### src/sv/bpg_pkg.sv
// shared types and constants for the beep pattern generator
package bpg_pkg;

  localparam int FIELD_W        = 16;
  localparam int TIME_WIDTH_DEF = 16;

  localparam logic FUNC_TICK  = 1'b0;
  localparam logic FUNC_START = 1'b1;

  typedef struct packed {
    logic               func;
    logic [FIELD_W-1:0] on_ticks;
    logic [FIELD_W-1:0] off_ticks;
    logic [FIELD_W-1:0] repeat_count;
  } bpg_cmd_t;

  typedef struct packed {
    logic buzzer_on;
    logic busy_res;
    logic start_accepted;
  } bpg_stat_t;

endpackage

### src/sv/bpg_timer.sv
// pattern timer state and per-item next-state logic
module bpg_timer #(
  parameter int TIME_WIDTH = bpg_pkg::TIME_WIDTH_DEF
) (
  input  logic              clk,
  input  logic              rst,
  input  logic              step,
  input  bpg_pkg::bpg_cmd_t cmd,
  output bpg_pkg::bpg_stat_t stat
);
  import bpg_pkg::*;

  typedef enum logic [1:0] {
    PH_IDLE = 2'd0,
    PH_ON   = 2'd1,
    PH_OFF  = 2'd2
  } phase_t;

  phase_t                phase, phase_next;
  logic [TIME_WIDTH:0]   tick_counter, tick_counter_next;
  logic [TIME_WIDTH-1:0] cycles_left, cycles_left_next;
  logic [TIME_WIDTH-1:0] on_limit, on_limit_next;
  logic [TIME_WIDTH:0]   period_limit, period_limit_next;
  logic                  buzzer_level, buzzer_level_next;
  logic                  accepted;

  logic [TIME_WIDTH-1:0] on_t, off_t, count_t;
  logic [TIME_WIDTH:0]   counter_inc;

  assign on_t        = TIME_WIDTH'(cmd.on_ticks);
  assign off_t       = TIME_WIDTH'(cmd.off_ticks);
  assign count_t     = TIME_WIDTH'(cmd.repeat_count);
  assign counter_inc = tick_counter + 1'b1;

  always_comb begin
    phase_next        = phase;
    tick_counter_next = tick_counter;
    cycles_left_next  = cycles_left;
    on_limit_next     = on_limit;
    period_limit_next = period_limit;
    buzzer_level_next = buzzer_level;
    accepted          = 1'b0;
    if (cmd.func == FUNC_START) begin
      if (phase == PH_IDLE && count_t != '0) begin
        buzzer_level_next = 1'b1;
        tick_counter_next = '0;
        cycles_left_next  = count_t;
        on_limit_next     = on_t;
        period_limit_next = {1'b0, on_t} + {1'b0, off_t};
        phase_next        = PH_ON;
        accepted          = 1'b1;
      end
    end else begin
      unique case (phase)
        PH_IDLE: begin
        end
        PH_ON: begin
          tick_counter_next = counter_inc;
          if (counter_inc >= {1'b0, on_limit}) begin
            buzzer_level_next = 1'b0;
            phase_next        = PH_OFF;
          end
        end
        PH_OFF: begin
          tick_counter_next = counter_inc;
          if (counter_inc >= period_limit) begin
            tick_counter_next = '0;
            if (cycles_left > TIME_WIDTH'(1)) begin
              cycles_left_next  = cycles_left - 1'b1;
              phase_next        = PH_ON;
              buzzer_level_next = 1'b1;
            end else begin
              phase_next = PH_IDLE;
            end
          end
        end
        default: begin
          // unused phase code falls back to idle, buzzer off
          buzzer_level_next = 1'b0;
          phase_next        = PH_IDLE;
        end
      endcase
    end
  end

  assign stat.buzzer_on      = buzzer_level_next;
  assign stat.busy_res       = (phase_next != PH_IDLE);
  assign stat.start_accepted = accepted;

  always_ff @(posedge clk) begin
    if (rst) begin
      phase        <= PH_IDLE;
      tick_counter <= '0;
      cycles_left  <= '0;
      on_limit     <= '0;
      period_limit <= '0;
      buzzer_level <= 1'b0;
    end else if (step) begin
      phase        <= phase_next;
      tick_counter <= tick_counter_next;
      cycles_left  <= cycles_left_next;
      on_limit     <= on_limit_next;
      period_limit <= period_limit_next;
      buzzer_level <= buzzer_level_next;
    end
  end

endmodule

### src/sv/beep_pattern_generator.sv
// top level: input register, pattern timer, result register
// a result passes through the input register and then the result register
// throughput: one item per cycle while the result side does not stall; set by the single timer update per cycle
// the timer state advances when the held item moves into the result register
// reset (rst, synchronous): timer idle with buzzer off, both registers empty
module beep_pattern_generator #(
  parameter int TIME_WIDTH = bpg_pkg::TIME_WIDTH_DEF
) (
  input  logic               clk,
  input  logic               rst,
  input  logic               cmd_valid,
  output logic               cmd_stall,
  input  bpg_pkg::bpg_cmd_t  cmd,
  output logic               stat_valid,
  input  logic               stat_stall,
  output bpg_pkg::bpg_stat_t stat
);
  import bpg_pkg::*;

  // input register
  logic      cmd_held_valid;
  bpg_cmd_t  cmd_held;

  // result of the held item, from the timer
  bpg_stat_t stat_calc;

  logic      stat_load;   // result register can take a new result
  logic      advance;     // held item moves on, timer state updates
  logic      cmd_take;    // transfer on the command side

  assign stat_load = !stat_valid || !stat_stall;
  assign advance   = cmd_held_valid && stat_load;
  assign cmd_stall = cmd_held_valid && !stat_load;
  assign cmd_take  = cmd_valid && !cmd_stall;

  bpg_timer #(
    .TIME_WIDTH(TIME_WIDTH)
  ) u_timer (
    .clk  (clk),
    .rst  (rst),
    .step (advance),
    .cmd  (cmd_held),
    .stat (stat_calc)
  );

  // input register: refills in the same cycle the held item leaves
  always_ff @(posedge clk) begin
    if (rst) begin
      cmd_held_valid <= 1'b0;
    end else if (cmd_take) begin
      cmd_held_valid <= 1'b1;
    end else if (advance) begin
      cmd_held_valid <= 1'b0;
    end
  end

  always_ff @(posedge clk) begin
    if (cmd_take) begin
      cmd_held <= cmd;
    end
  end

  // result register: holds while stalled
  always_ff @(posedge clk) begin
    if (rst) begin
      stat_valid <= 1'b0;
    end else if (stat_load) begin
      stat_valid <= advance;
    end
  end

  always_ff @(posedge clk) begin
    if (advance) begin
      stat <= stat_calc;
    end
  end

endmodule

### config.mk
export PLATFORM = sky130hd
export DESIGN_NAME = beep_pattern_generator
export DESIGN_NICKNAME = d
export VERILOG_FILES = /design/src/sv/bpg_pkg.sv /design/src/sv/bpg_timer.sv /design/src/sv/beep_pattern_generator.sv
export SDC_FILE = /design/constraint.sdc
export NUM_CORES = 1
export LEC_CHECK = 0
export ABC_CLOCK_PERIOD_IN_PS = 5700
export BUFFER_PORTS_ARGS = -buffer_cell sky130_fd_sc_hd__buf_2
export CORE_ASPECT_RATIO = 0.75
export CORE_UTILIZATION = 31
export CTS_CLUSTER_DIAMETER = 60
export CTS_CLUSTER_SIZE = 30
export DETAILED_ROUTE_END_ITERATION = 10
export GPL_TIMING_DRIVEN = 0
export PLACE_DENSITY_LB_ADDON = 0.12
export REMOVE_ABC_BUFFERS = 1
export SKIP_CTS_REPAIR_TIMING = 1
export SLEW_MARGIN = 5
export SYNTH_ARGS = -nofsm -noshare
export SYNTH_HDL_FRONTEND = slang
export SYNTH_SLANG_ARGS = --single-unit
### constraint.sdc
create_clock -name clk -period 5.7 [get_ports clk]
set_clock_uncertainty 0.2 [all_clocks]
set_input_delay 0.57 -clock clk [delete_from_list [all_inputs] [get_ports clk]]
set_output_delay 0.57 -clock clk [all_outputs]
set_load 0.05 [all_outputs]
==> results of run 1 <==
-- sequential cells by signal, indices dropped and copies added (netlist names) --
| name | count |
|---|---|
| u_timer.phase | 2 |
| u_timer.cycles_left | 16 |
| u_timer.buzzer_level | 1 |
| u_timer.period_limit | 17 |
| stat | 3 |
| cmd_held | 49 |
| u_timer.tick_counter | 17 |
| stat_valid | 1 |
| cmd_held_valid | 1 |
| u_timer.on_limit | 16 |
-- metal layers --
layer / GRT usage (%) / vias up / part of all wire (%)
met4: 5.41 / 0 / 1.0
met1: 25.7 / 2641 / 53
li1: - / 2791 / -
met3: 3.67 / 14 / 5.1
met5: 0 / - / 0
met2: 23.3 / 155 / 41
-- kinds of logic after synthesis --
group | Yosys count | share of synthesized area [%]
DFF | 123 | 44.4
adders and majority gates | 53 | 9.98
xor gates and xnor gates | 18 | 2.35
and+or+nand+nor | 247 | 17.8
buffers and inverters | 76 | 4.58
AOI/OAI and AO/OA | 206 | 20.8
-- final timing paths --
check / start / to / slack [ps] / cells after the start
worst max-delay path: u_timer.tick_counter[0]$_SDFFE_PP0P_ / u_timer.tick_counter[4]$_SDFFE_PP0P_ / 660 / 13
worst min-delay path: cmd[4] / cmd_held[4]$_DFFE_PP_ / 120 / 1
worst max register to register: u_timer.tick_counter[0]$_SDFFE_PP0P_ / u_timer.tick_counter[4]$_SDFFE_PP0P_ / 660 / 13
worst min register to register: u_timer.on_limit[12]$_SDFFE_PP0P_ / u_timer.on_limit[12]$_SDFFE_PP0P_ / 250 / 2
-- metrics by stage --
step / cells / util [%]
finish: 1071 / 36.9
detailed placement: 1039 / 34.4
global placement: 1037 / 34.1
CTS: 1071 / 36.9
global route: 1071 / 36.9
floorplan: 692 / -
-- power breakdown --
| group | internal (uW) | switching (uW) | leakage [uW] |
|---|---|---|---|
| logic | 112 | 192 | 0.00164 |
| clock network | 605 | 392 | 0.000260 |
| registers | 962 | 26.6 | 0.00108 |
| total | 1680 | 610 | 0.00298 |
-- area by class of cell --
| class | instances | share of cell area (%) |
|---|---|---|
| Multi-Input combinational cell | 524 | 44.1 |
| Sequential cell | 123 | 38.1 |
| Clock buffer | 23 | 5.85 |
| Tap cell | 288 | 4.61 |
| Timing Repair Buffer | 59 | 4.25 |
| Inverter | 45 | 2.16 |
| Clock inverter | 9 | 0.959 |
-- worst max-delay path, cell delays in order, from the launching register on --
cell	delay, ps
dfxtp_1	440
ha_1	260
nand3_1	260
nor2_1	420
and3_1	300
nand3_1	150
xnor2_1	300
ha_1	310
nand4_1	140
or3_1	210
o22ai_1	230
nor4_1	940
o21ai_0	330
o311ai_0	430
-- layout by cell type (no fill, tap or decap), types with 8 or more instances in the layout --
cell / netlist / layout
o21ai_0: 25 / 25
ha_1: 52 / 52
or3_1: 8 / 8
dfxtp_1: 71 / 71
nand4_1: 13 / 13
xnor2_1: 10 / 10
buf_2: 3 / 57
nand3_1: 21 / 20
clkbuf_16: 0 / 17
nor3_1: 18 / 18
nand2b_1: 8 / 8
a31oi_1: 8 / 8
edfxtp_1: 52 / 52
xor2_1: 8 / 8
inv_1: 45 / 45
nor4_1: 14 / 14
nand2_1: 90 / 90
nor2_1: 43 / 43
a32o_1: 10 / 10
a21oi_1: 74 / 74
o32ai_1: 13 / 13
o21a_1: 16 / 16
==> flow_metrics.py, run 1 <==
metrics = {
    "floorplanning": {
        "rows": 46,
        "die_h_um": 129,
        "io_pins": 58,
        "core_area_um2": 21200,
        "dieArea_um2": 22300,
        "die_x_um": 172,
        "start_util_pct": 31.7,
    },
    "place": {
        "io_buffers": 57,
        "placedInstanceArea_um2": 7290,
        "hpwl_um": 12600,
        "gp_congestion": 0.820,
        "pre_cts_ws_ps": 532,
    },
    "yosys": {
        "synth_top_cell_area_share_pct": 23.2,
        "synth.distinct_cells": 69,
        "synth_top_cell_by_area": "edfxtp_1",
        "netlist_area_um2": 6720,
        "ys_ff_latch": 123,
        "synth_ff_type": "dfxtp_1",
        "yosysMostFrequentCell": "nand2_1",
        "async_flop_share_pct": 0,
        "synth-edff-count": 52,
        "synth_commonest_cells": "nand2_1, a21oi_1, dfxtp_1",
        "syn_area_per_cell_um2": 9.29,
        "ys_seq_area_share_pct": 44.4,
        "synth_warnings": 0,
        "synthCells": 723,
        "synth_area_leaders": "edfxtp_1, dfxtp_1, ha_1, a21oi_1, nand2_1",
    },
    "clock_network": {
        "clock_latency_ps": 420,
        "h-tree-depth": 4,
        "clock-root-buffer": "clkbuf_16",
        "cts_buffers": 17,
        "cts_tree": "built",
        "clock-sinks": 123,
        "clkTransAtPathRegs_ps": 60,
        "cts_buffer_depth": 2,
    },
    "routing": {
        "drtIter0Drc": 510,
        "post_drt_wl_per_cell_um": 16.6,
        "wl_um": 17800,
        "drcViolationCount": 0,
        "first_pass_iters": 5,
        "num_vias": 5601,
        "routed_via_density": 5.23,
        "ant_nets": 0,
    },
    "job": {
        "maxCapViolations": 0,
    },
    "min_path": {
        "hold_path.class": "in2reg",
    },
    "timing": {
        "clock.fmax_mhz": 198,
        "setup_viol": 0,
        "worst_pin_slew_ps": 1260,
        "rsz0062_at_grt": "no",
        "slew_violations": 0,
        "fin_ws_ps": 659,
        "relSlewSlack_pct": 15.7,
        "hold_violations": 0,
        "fin_setup_tns_ps": 0,
        "period_needed_ps": 5040,
        "finalCritPeriodShare_pct": 88.4,
        "fin_hold_ws_ps": 122,
    },
    "power_and_ir_drop": {
        "power_density_nw_per_um2": 293,
        "p_leak_uw": 0.00298,
        "total_power_uw": 2290,
        "ir_worst_vdd_mv": 0.136,
    },
    "layout": {
        "antennaDiodeCount": 0,
        "syn2layout_area_growth_pct": 16.5,
        "nFillCells": 2214,
        "fin_area_um2": 7830,
        "regArea_um2": 2980,
        "multi_input_area_um2": 3450,
        "nets": 876,
        "drive_gt1_share_pct": 13.2,
    },
    "grt": {
        "overflow": 0,
        "grt_pass1_vias": 5389,
        "grt_use_total_pct": 16.9,
        "grt_pass1_wl_um": 28800,
        "grt_max_degree": 60,
        "antenna_found_initial": 0,
    },
    "critical_path": {
        "criticalPathCategory": "reg2reg",
        "start_kind": "register",
        "worstPathRequired_ps": 5800,
        "worst-path-max-fanout": 7,
        "endpoint_kind": "register",
        "worst_ep_arrival_time_ps": 5140,
    },
    "status": {
        "status": "completed",
    },
}
(Power assumes the default switching activity.)
==> inputs of run 2 (changes only) <==
Settings changed: CORE_UTILIZATION 31 to 60, SLEW_MARGIN 5 to 20.
==> flow_metrics.py, run 2 (synthesis results as in run 1) <==
metrics = {
    "routing": {
        "ant_nets": 0,
        "drcViolationCount": 0,
        "wl_um": 16900,
        "first_pass_iters": 6,
        "drtIter0Drc": 794,
        "routed_via_density": 6.36,
        "post_drt_wl_per_cell_um": 18.3,
        "num_vias": 5875,
    },
    "critical_path": {
        "crit_family": "simple AND/OR/NAND/NOR gates",
        "slowest_stage": "a311oi_1",
        "worstPathRequired_ps": 5770,
        "path_cells": "ha_1, nand3_1, nor2_1, and3_1, nand3_1, xnor2_1, ha_1, nand4_1, or3_1, a311oi_1, o211ai_1, clkbuf_4, a21boi_0, o32ai_1",
        "worst_ep_arrival_time_ps": 5310,
        "r2r_end": "u_timer.cycles_left[6]$_SDFFE_PP0P_",
        "endpoint_kind": "register",
        "worst-path-max-fanout": 10,
        "start_kind": "register",
        "slowest_delay_ps": 810,
        "r2r_slack_ps": 460,
        "r2r_cells": 14,
        "r2r_start": "u_timer.tick_counter[0]$_SDFFE_PP0P_",
        "criticalPathCategory": "reg2reg",
        "critPathBufInv": 1,
    },
    "clock_network": {
        "clock-sinks": 123,
        "clock_latency_ps": 430,
        "clock-root-buffer": "clkbuf_16",
        "cts_buffer_depth": 2,
        "cts_buffers": 17,
        "clkTransAtPathRegs_ps": 60,
        "cts_tree": "built",
        "h-tree-depth": 4,
    },
    "timing": {
        "rsz0062_at_grt": "no",
        "fin_ws_ps": 463,
        "fin_setup_tns_ps": 0,
        "clock.fmax_mhz": 191,
        "worst_pin_slew_ps": 1120,
        "hold_violations": 0,
        "period_needed_ps": 5240,
        "finalCritPeriodShare_pct": 91.9,
        "setup_viol": 0,
        "relSlewSlack_pct": 24.8,
        "slew_violations": 0,
    },
    "layout": {
        "syn2layout_area_growth_pct": 14.6,
        "largestRegisters": "cmd_held: 49 flops, u_timer.period_limit: 17 flops, u_timer.tick_counter: 17 flops",
        "mostFrequentLayoutCells": "nand2_1, a21oi_1, dfxtp_1, buf_2",
        "nets": 877,
        "largest_reg_flops": 49,
        "antennaDiodeCount": 0,
        "mostFrequentLayoutCell": "nand2_1",
        "drive_gt1_share_pct": 13.9,
        "nFillCells": 857,
        "regMostFlops": "cmd_held",
    },
    "min_path": {
        "hold_depth": 1,
        "holdCritStartpoint": "cmd[39]",
        "hold_path.class": "in2reg",
        "min_to": "cmd_held[39]$_DFFE_PP_",
    },
    "power_and_ir_drop": {
        "ir_worst_vdd_mv": 0.230,
        "power_density_nw_per_um2": 309,
        "p_leak_uw": 0.00301,
    },
    "grt": {
        "grt_pass1_wl_um": 26900,
        "grt_use_total_pct": 30.9,
        "antenna_found_initial": 0,
        "grt_pass1_vias": 5462,
        "grt_max_degree": 60,
        "overflow": 0,
    },
    "floorplanning": {
        "die_x_um": 124,
        "dieArea_um2": 11600,
        "die_h_um": 93.6,
        "core_area_um2": 10900,
        "io_pins": 58,
        "start_util_pct": 61.6,
        "rows": 33,
    },
    "status": {
        "status": "completed",
    },
    "place": {
        "io_buffers": 57,
        "hpwl_um": 11500,
        "pre_cts_ws_ps": 691,
        "gp_congestion": 0.921,
    },
    "job": {
        "maxCapViolations": 0,
    },
}
-- run 2: power breakdown --
group	switching, uW	internal (uW)
Combinational	190	111
Clock	414	671
Sequential	28.6	962
Total	632	1740
-- run 2: metal layers --
layer,part of all wire (%),track usage (%),up-vias
met2,44,45.8,267
met5,0,0,-
met3,8.3,6.59,28
met1,46,43.7,2797
li1,-,-,2783
met4,1.6,11.9,0
-- run 2: per-stage QoR --
step / instances / total power [uW] / utilization, % / instance area [um^2] / hold slack, ps
after global routing: 924 / 2450 / 70.6 / 7700 / 104
final: 924 / 2380 / 70.6 / 7700 / 111
after global placement: 889 / 1280 / 64.6 / 7040 / 244
after CTS: 923 / 2370 / 70.5 / 7680 / 108
after floorplan: 692 / 1200 / - / 6580 / 225
after detailed placement: 891 / 1290 / 65.0 / 7090 / 246
-- run 2: cell type report --
cell class              count  area [um^2]  area share (%)
clock buffers              20          457            5.93
well taps                 140          175            2.28
inverters                  45          169            2.19
multi-input cells         524         3450            44.8
repair buffers             60          330            4.29
clock inverters            12          138            1.79
flip-flops and latches    123         2980            38.7
-- run 2: how the worst max path moves through the flow --
stage / from / to / slack, ps / depth (start not counted)
3_5_place_dp: u_timer.tick_counter[0]$_SDFFE_PP0P_ / u_timer.cycles_left[6]$_SDFFE_PP0P_ / 690 / 13
4_1_cts: u_timer.tick_counter[0]$_SDFFE_PP0P_ / u_timer.cycles_left[6]$_SDFFE_PP0P_ / 510 / 13
5_1_grt: u_timer.tick_counter[0]$_SDFFE_PP0P_ / u_timer.cycles_left[6]$_SDFFE_PP0P_ / 200 / 14
2_1_floorplan: u_timer.tick_counter[0]$_SDFFE_PP0P_ / u_timer.cycles_left[6]$_SDFFE_PP0P_ / 1790 / 13
3_3_place_gp: u_timer.tick_counter[0]$_SDFFE_PP0P_ / u_timer.cycles_left[6]$_SDFFE_PP0P_ / 790 / 13
6_report: u_timer.tick_counter[0]$_SDFFE_PP0P_ / u_timer.cycles_left[6]$_SDFFE_PP0P_ / 460 / 14
